`config.mk`:
```
export PLATFORM = sky130hd
export DESIGN_NAME = ipv4_dotted_quad_parser
export DESIGN_NICKNAME = d
export VERILOG_FILES = /design/src/rtl/core/idqp_pkg.sv /design/src/rtl/core/ipv4_dotted_quad_parser.sv
export VERILOG_INCLUDE_DIRS = /design/src /design/src/rtl/core
export SDC_FILE = /design/constraint.sdc
export NUM_CORES = 1
export LEC_CHECK = 0
export BUFFER_PORTS_ARGS = -buffer_cell sky130_fd_sc_hd__buf_2
export CORE_MARGIN = 1.5
export CORE_UTILIZATION = 60
export CTS_CLUSTER_DIAMETER = 150
export DETAILED_ROUTE_END_ITERATION = 8
export GPL_TIMING_DRIVEN = 0
export PLACE_DENSITY_LB_ADDON = 0.25
export SETUP_SLACK_MARGIN = 0.15
export SLEW_MARGIN = 20
export SYNTH_ARGS = -nofsm -noshare
export SYNTH_HDL_FRONTEND = slang
export SYNTH_SLANG_ARGS = --single-unit
```
`constraint.sdc`:
```
create_clock -name clock -period 8.16 [get_ports clock]
set_clock_uncertainty 0.15 [all_clocks]
set_input_delay 2.448 -clock clock [delete_from_list [all_inputs] [get_ports clock]]
set_output_delay 2.448 -clock clock [all_outputs]
set_load 0.01 [all_outputs]
```
`src/rtl/core/ipv4_dotted_quad_parser_assert.svh`:
```
// Assertion macros for the dotted-quad parser.
`ifndef IPV4_DOTTED_QUAD_PARSER_ASSERT_SVH
`define IPV4_DOTTED_QUAD_PARSER_ASSERT_SVH

`ifndef SYNTHESIS

// Checked on the rising clock edge, skipped while reset is high.
`define IDQP_ASSERT(label, clk, rst, prop) \
   label: assert property (@(posedge clk) disable iff (rst) prop) \
      else $error("idqp assertion failed");

// Checked on the rising clock edge, also during reset.
`define IDQP_ASSERT_ALWAYS(label, clk, prop) \
   label: assert property (@(posedge clk) prop) \
      else $error("idqp assertion failed");

`else

`define IDQP_ASSERT(label, clk, rst, prop)
`define IDQP_ASSERT_ALWAYS(label, clk, prop)

`endif

`endif

```
`src/rtl/core/idqp_pkg.sv`:
```
package idqp_pkg;

   typedef struct packed {
      logic [7:0] ch;
      logic       is_end;
   } req_type;

   typedef struct packed {
      logic [31:0] address;
      logic        valid_res;
   } rsp_type;

   typedef enum logic [1:0] {
      PH_SKIP,
      PH_DIGITS,
      PH_IGNORE
   } phase_type;

   localparam int ACC_W      = 9;
   localparam int PROD_W     = 12;
   localparam int DOT_W      = 3;
   localparam int ADDR_LO_W  = 24;

   localparam logic [7:0] CHAR_DOT   = 8'h2E;
   localparam logic [7:0] CHAR_PLUS  = 8'h2B;
   localparam logic [7:0] CHAR_MINUS = 8'h2D;
   localparam logic [7:0] CHAR_ZERO  = 8'h30;
   localparam logic [7:0] CHAR_NINE  = 8'h39;
   localparam logic [7:0] CHAR_SPACE = 8'h20;
   localparam logic [7:0] CHAR_TAB   = 8'h09;
   localparam logic [7:0] CHAR_CR    = 8'h0D;

   localparam logic [ACC_W-1:0]  OCTET_MAX   = 9'd255;
   localparam logic [ACC_W-1:0]  ACC_SAT     = 9'd256;
   localparam logic [PROD_W-1:0] PROD_MAX    = 12'd255;
   localparam logic [DOT_W-1:0]  DOTS_NEEDED = 3'd3;
   localparam logic [DOT_W-1:0]  DOTS_SAT    = 3'd7;

   function automatic logic is_blank(input logic [7:0] c);
      logic hit;
      hit = (c == CHAR_SPACE) || (c inside {[CHAR_TAB:CHAR_CR]});
      return hit;
   endfunction

   function automatic logic is_digit(input logic [7:0] c);
      logic hit;
      hit = c inside {[CHAR_ZERO:CHAR_NINE]};
      return hit;
   endfunction

endpackage

```
`src/rtl/core/ipv4_dotted_quad_parser.sv`:
```
// Dotted-quad IPv4 string parser.
//
// Request channel (req_valid/req_ready/req_data): one character per request,
// then one request with is_end set. Each octet is read like atoi: leading
// whitespace skipped, optional sign, digits up to the first non-digit, rest
// ignored up to the next dot. Character requests produce no response.
// Response channel (rsp_valid/rsp_ready/rsp_data): one response per end
// request, with the address (first octet in bits 7..0) and valid_res. An
// invalid string (octet above 255, negative octet, dot count other than
// three, more than MAX_CHARS characters) returns address 0, valid_res 0.
// Throughput: one request per cycle unless req_ready is low; each request
// updates the running octet state as it is taken. Latency: the response is
// registered and appears the cycle after the end request is accepted.
// Reset clears all parse state and rsp_valid (rsp_data is not reset); the block is
// ready right after reset. When the receiver stalls, the response holds and
// req_ready drops only if another end request arrives with the register full;
// character requests are still taken while a response waits.
module ipv4_dotted_quad_parser #(
   parameter int MAX_CHARS = 16
) (
   input  logic             clock,
   input  logic             reset,
   input  logic             req_valid,
   output logic             req_ready,
   input  idqp_pkg::req_type req_data,
   output logic             rsp_valid,
   input  logic             rsp_ready,
   output idqp_pkg::rsp_type rsp_data
);

   localparam int CNT_W = $clog2(MAX_CHARS + 1);
   localparam logic [CNT_W-1:0] CNT_MAX = CNT_W'(MAX_CHARS);

   logic [idqp_pkg::ACC_W-1:0]     acc_ff, acc_in;
   idqp_pkg::phase_type            phase_ff, phase_in;
   logic                           neg_ff, neg_in;
   logic [idqp_pkg::DOT_W-1:0]     dots_ff, dots_in;
   logic [idqp_pkg::ADDR_LO_W-1:0] partial_ff, partial_in;
   logic                           err_ff, err_in;
   logic [CNT_W-1:0]               count_ff, count_in;
   logic                           rsp_valid_ff, rsp_valid_in;
   idqp_pkg::rsp_type              rsp_data_ff, rsp_data_in;

   logic                           accept;
   logic                           out_free;
   logic                           octet_bad;
   logic [idqp_pkg::PROD_W-1:0]    prod;
   logic                           ok;
   logic                           end_taken;
   logic                           parse_idle;
   logic                           rsp_invalid;

   assign out_free  = !rsp_valid_ff || rsp_ready;
   assign req_ready = out_free || !req_data.is_end;
   assign accept    = req_valid && req_ready;

   assign octet_bad = (acc_ff > idqp_pkg::OCTET_MAX) || (neg_ff && (acc_ff != '0));
   assign prod = idqp_pkg::PROD_W'(acc_ff) * idqp_pkg::PROD_W'(10)
               + idqp_pkg::PROD_W'(req_data.ch[3:0]);
   assign ok = !octet_bad && !err_ff && (dots_ff == idqp_pkg::DOTS_NEEDED);

   always_comb begin
      acc_in       = acc_ff;
      phase_in     = phase_ff;
      neg_in       = neg_ff;
      dots_in      = dots_ff;
      partial_in   = partial_ff;
      err_in       = err_ff;
      count_in     = count_ff;
      rsp_data_in  = rsp_data_ff;
      rsp_valid_in = rsp_valid_ff && !rsp_ready;

      if (accept) begin
         if (req_data.is_end) begin
            rsp_valid_in          = 1'b1;
            rsp_data_in.valid_res = ok;
            rsp_data_in.address   = ok ? {acc_ff[7:0], partial_ff} : '0;
            // clear everything for the next string
            acc_in     = '0;
            phase_in   = idqp_pkg::PH_SKIP;
            neg_in     = 1'b0;
            dots_in    = '0;
            partial_in = '0;
            err_in     = 1'b0;
            count_in   = '0;
         end else begin
            if (count_ff >= CNT_MAX) begin
               err_in = 1'b1;
            end else begin
               count_in = count_ff + CNT_W'(1);
            end

            if (req_data.ch == idqp_pkg::CHAR_DOT) begin
               if (octet_bad) begin
                  err_in = 1'b1;
               end
               acc_in   = '0;
               phase_in = idqp_pkg::PH_SKIP;
               neg_in   = 1'b0;
               case (dots_ff)
                  3'd0: begin
                     partial_in[7:0] = partial_ff[7:0] | acc_ff[7:0];
                  end
                  3'd1: begin
                     partial_in[15:8] = partial_ff[15:8] | acc_ff[7:0];
                  end
                  3'd2: begin
                     partial_in[23:16] = partial_ff[23:16] | acc_ff[7:0];
                  end
                  default: begin
                     // octets past the third dot are checked, not stored
                  end
               endcase
               if (dots_ff != idqp_pkg::DOTS_SAT) begin
                  dots_in = dots_ff + idqp_pkg::DOT_W'(1);
               end
            end else if (idqp_pkg::is_digit(req_data.ch)) begin
               if (phase_ff != idqp_pkg::PH_IGNORE) begin
                  acc_in   = (prod > idqp_pkg::PROD_MAX) ? idqp_pkg::ACC_SAT
                                                         : prod[idqp_pkg::ACC_W-1:0];
                  phase_in = idqp_pkg::PH_DIGITS;
               end
            end else begin
               case (phase_ff)
                  idqp_pkg::PH_SKIP: begin
                     if (idqp_pkg::is_blank(req_data.ch)) begin
                        phase_in = idqp_pkg::PH_SKIP;
                     end else if (req_data.ch == idqp_pkg::CHAR_PLUS ||
                                  req_data.ch == idqp_pkg::CHAR_MINUS) begin
                        neg_in   = (req_data.ch == idqp_pkg::CHAR_MINUS);
                        phase_in = idqp_pkg::PH_DIGITS;
                     end else begin
                        phase_in = idqp_pkg::PH_IGNORE;
                     end
                  end
                  default: begin
                     phase_in = idqp_pkg::PH_IGNORE;
                  end
               endcase
            end
         end
      end
   end

   always_ff @(posedge clock) begin
      if (reset) begin
         acc_ff       <= '0;
         phase_ff     <= idqp_pkg::PH_SKIP;
         neg_ff       <= 1'b0;
         dots_ff      <= '0;
         partial_ff   <= '0;
         err_ff       <= 1'b0;
         count_ff     <= '0;
         rsp_valid_ff <= 1'b0;
      end else begin
         acc_ff       <= acc_in;
         phase_ff     <= phase_in;
         neg_ff       <= neg_in;
         dots_ff      <= dots_in;
         partial_ff   <= partial_in;
         err_ff       <= err_in;
         count_ff     <= count_in;
         rsp_valid_ff <= rsp_valid_in;
      end
   end

   always_ff @(posedge clock) begin
      rsp_data_ff <= rsp_data_in;
   end

   assign rsp_valid = rsp_valid_ff;
   assign rsp_data  = rsp_data_ff;

   assign end_taken   = accept && req_data.is_end;
   assign parse_idle  = (dots_ff == '0) && (count_ff == '0) && !err_ff;
   assign rsp_invalid = rsp_valid && !rsp_data.valid_res;

`include "ipv4_dotted_quad_parser_assert.svh"

   `IDQP_ASSERT(a_end_gives_rsp, clock, reset, end_taken |=> rsp_valid)
   `IDQP_ASSERT(a_end_clears, clock, reset, end_taken |=> parse_idle)
   `IDQP_ASSERT(a_invalid_zero, clock, reset, rsp_invalid |-> (rsp_data.address == '0))
   `IDQP_ASSERT(a_count_bound, clock, reset, count_ff <= CNT_MAX)

endmodule
```
==> implementation parameters <==
Parameter                              Value

Clock network
  Count of instances resized after the clock tree is built ... 0
  Clock network latency to the later pin of the worst-skew pair ... 0.35 ns
  Clk Tree Root Cell ... sky130_fd_sc_hd__clkbuf_8
  Number of buffers created by CTS ... 9
  Count of clock tree sinks ... 79
  Largest buffer count on any clock path ... 2
  Setup Fix Bufs, Post-CTS ... 0
  CTS H-Tree Depth ... 3
  TritonCTS clock tree ... done
  Clock-pin slew of the registers on the worst-case setup and hold paths ... 0.08 ns
  Hold-fix buffers at CTS ... 0

Synthesis
  Syn_area_per_cell ... 10.5 um^2
  Post-synthesis share of cell area spent on xor and xnor gates ... 3.54%
  Prevailing post-synth register cell ... sky130_fd_sc_hd__dfxtp_1
  Area contributors post-synth ... sky130_fd_sc_hd__edfxtp_1 27%, sky130_fd_sc_hd__dfxtp_1 25%, sky130_fd_sc_hd__ha_1 8.1%
  Fraction of synthesized cell area taken by the top area cell type ... 26.7%
  YS warnings ... 0
  Sequential cell area fraction in the yosys report ... 51.5%
  Number of unique standard cell types used by synthesis ... 52
  Number of enable-type register cells in the synthesized netlist ... 33
  Post-synthesis instance area ... 3710 um^2
  Number of nets in the synthesized netlist ... 393
  Share of synthesized area spent on multiplexers ... 0.270%
  Leading area contributor after synthesis ... sky130_fd_sc_hd__edfxtp_1
  Synth Area in Adders ... 9.16%
  Compound-cell area share of the yosys netlist ... 13.5%
  #FFs+latches synth ... 79
  Dominant combinational cell family by area after synthesis ... simple AND/OR/NAND/NOR gates
  Synthesized netlist cell count ... 354
  Async SR Flop Fraction ... 0%
  Post-synthesis share of cell area spent on and, or, nand and nor gates ... 19.9%

Setup path
  Kind of critical path ... primary input to output port
  Crit Path Max Fanout ... 3
  Required time of the critical path ... 5.56 ns
  Longest individual stage delay on the worst path ... 0.17 ns
  Beginning of the worst register-to-register path ... acc_ff[1]$_SDFFE_PP0P_
  Arrival time of the worst setup path ... 2.87 ns
  Number of cell instances on the worst register-to-register path ... 10
  Crit path cell chain ... buf_2 -> nand3b_1 -> buf_2
  Kind of capture point of the worst setup path ... output port
  Cell type of the slowest stage on the worst timing path ... sky130_fd_sc_hd__nand3b_1
  CP Launch Type ... primary input
  Family of cells with the greatest summed delay on the critical path ... buffers and inverters
  Buffers plus inverters on the worst setup path ... 2
  Most frequent cell on the critical path ... sky130_fd_sc_hd__buf_2
  Critical R2R Capture ... acc_ff[6]$_SDFFE_PP0P_
  R2r setup slk ... 4.52 ns

Min path
  Beginning of the worst hold path ... partial_ff[23]$_SDFFE_PP0P_
  Cell depth of the worst hold path ... 2
  End of the worst hold path ... partial_ff[23]$_SDFFE_PP0P_
  Worst Hold Class ... flop to flop

Layout
  Number of nets in the layout ... 451
  Number of antenna diodes ... 0
  Fraction of final layout cells sized beyond drive strength 1 ... 18.2%
  Leading cell type in the layout, fill and taps excluded ... sky130_fd_sc_hd__buf_2
  Area grow syn2layout ... 13.7%
  Commonest non-fill, non-tap cells in the layout ... 47 x sky130_fd_sc_hd__buf_2, 46 x sky130_fd_sc_hd__dfxtp_1, 44 x sky130_fd_sc_hd__nor2_1

Power
  Portion of total power attributed to combinational logic ... 5.7%
  Proportion of power drawn by the clock network ... 36.1%
  Power per Cell Area ... 171 nW/um^2
  P_leak ... 0.00173 uW
  Sequential power share ... 58.2%
  Switching power summed over all nets ... 178 uW
  Switching fraction of total power ... 24.7%
  Peak supply drop ... 0.000123 V
  Internal power of the cells ... 544 uW

Floorplanning
  Area of the die ... 6670 um^2
  Std-Cell Rows ... 28
  Boundary pin count ... 48
  Die X ... 81.7 um
  Starting Density ... 62.4%
  Floorplan core area ... 5960 um^2
  Overall die height ... 81.7 um

Timing
  Hold Vio Cnt, Final ... 0
  Maximum frequency from static timing analysis ... 183 MHz
  Post-layout worst setup margin ... 2.69 ns
  Worst-Margin Slew ... 0.773 ns
  Final worst-path cycle share ... 67.0%
  Final number of setup-violating endpoints ... 0
  Number of max-slew violations in the final report ... 0
  Time the final worst path needs with I/O delays and setup ... 5.47 ns
  Worst-case headroom to the max-slew limit ... 48.4%
  Post-route setup TNS ... 0 ns
  Setup repair after global routing missed its margin ... no

GRT
  Maximum number of pins on one net before global-route repair ... 37
  Via count of the first global-routing pass ... 2568
  Antenna violations before repair ... 0
  Wire length of the first global-routing pass ... 11.6 mm
  Remaining global-route overflow ... 0
  Total GRT Usage ... 23.5%

Drt
  Number of DRC markers in iteration 0 ... 132
  Number of detailed-route iterations in the first pass ... 7
  Via count ... 2773
  Vias per Instance ... 5.64
  Routed wirelength normalized by instance count ... 15.1 um
  Count of unresolved DRC violations after routing ... 0
  Total detailed-routing wirelength ... 7.41 mm
  Residual antenna-violating net count after detailed routing ... 0

Placed design
  Worst setup slack before clock tree synthesis ... 2.69 ns
  DP HPWL ... 5.21 mm
  Routability cong. ... 0.806
  Count of input and output buffers ... 47

Run status
  Status ... finished clean

Run
  Reported max-cap violation count ... 0
## through the flow
| step | instances | utilization, % | area, um^2 | power [uW] | hold slack [ns] |
|---|---|---|---|---|---|
| 6_report | 492 | 70.9 | 4220 | 722 | 0.318 |
| 5_1_grt | 492 | 70.9 | 4220 | 745 | 0.341 |
| 3_5_place_dp | 476 | 67.9 | 4040 | 470 | 0.296 |
| 3_3_place_gp | 476 | 67.9 | 4040 | 469 | 0.290 |
| 4_1_cts | 492 | 70.9 | 4220 | 723 | 0.319 |
| 2_1_floorplan | 354 | - | 3710 | 454 | 0.279 |
## cell families after synthesis
| family | count (synthesis) |
|---|---|
| AND/OR/NAND/NOR | 134 |
| flip-flops | 79 |
| buffers and inverters | 21 |
| adder cells (fa/ha/maj) | 26 |
| AO/OA/AOI/OAI | 78 |
| XOR/XNOR | 15 |
| multiplexers | 1 |
## worst register-to-register path, delay by kind of cell, from the launching register on
| family | cells | cell delay [ns] |
|---|---|---|
| fa+ha+maj | 3 | 0.99 |
| compound gates | 2 | 0.59 |
| flops | 1 | 0.60 |
| buf+inv | 1 | 0.08 |
| simple gates | 4 | 1.16 |
## worst max path at each step
stage / start / end / cells past startpoint
2_1_floorplan: rsp_ready / req_ready / 1
6_report: rsp_ready / req_ready / 3
5_1_grt: rsp_ready / req_ready / 3
4_1_cts: rsp_ready / req_ready / 3
3_3_place_gp: req_data[0] / partial_ff[23]$_SDFFE_PP0P_ / 9
3_5_place_dp: rsp_ready / req_ready / 3
## layout make-up
type	instances	area (um^2)
buffer	11	41.3
clock buffer	9	124
clock inverter	7	55.1
fill	440	1730
inverter	10	37.5
multi-input combinational	254	1720
sequential	79	1910
tap	75	93.8
timing repair buffer	47	235
## power groups by stage
| stage | registers (uW) | logic, uW | clock network [uW] |
|---|---|---|---|
| after floorplan | 432 | 21.5 | 0 |
| after global placement | 429 | 39.7 | 0 |
| after detailed placement | 429 | 40.8 | 0 |
| after CTS | 420 | 41.2 | 261 |
| after global routing | 421 | 46.2 | 278 |
| final | 420 | 41.2 | 261 |
## routing by layer
layer,part of all wire (%),vias up,GRT usage (%),wire length [um]
met4,1.7,0,10.2,124
met3,4.6,11,5.33,340
met2,49,75,39.8,3620
met1,45,1299,28.7,3330
li1,-,1388,-,-
met5,0,-,0,0
## state kept, by name (all words and copies together), names as in the netlist
name	flops
acc_ff	9
count_ff	5
dots_ff	3
err_ff	1
neg_ff	1
partial_ff	24
phase_ff	2
rsp_data	33
rsp_valid	1
## cell usage after synthesis (6+ instances only)
library cell / number
sky130_fd_sc_hd__inv_1: 9
sky130_fd_sc_hd__xnor2_1: 8
sky130_fd_sc_hd__a21oi_1: 42
sky130_fd_sc_hd__edfxtp_1: 33
sky130_fd_sc_hd__ha_1: 24
sky130_fd_sc_hd__and2_1: 32
sky130_fd_sc_hd__a21o_1: 6
sky130_fd_sc_hd__dfxtp_1: 46
sky130_fd_sc_hd__clkbuf_1: 11
sky130_fd_sc_hd__a22o_1: 7
sky130_fd_sc_hd__nand2_1: 8
sky130_fd_sc_hd__xor2_1: 7
sky130_fd_sc_hd__nor2_1: 44
Power figures use the tool's default switching activity.
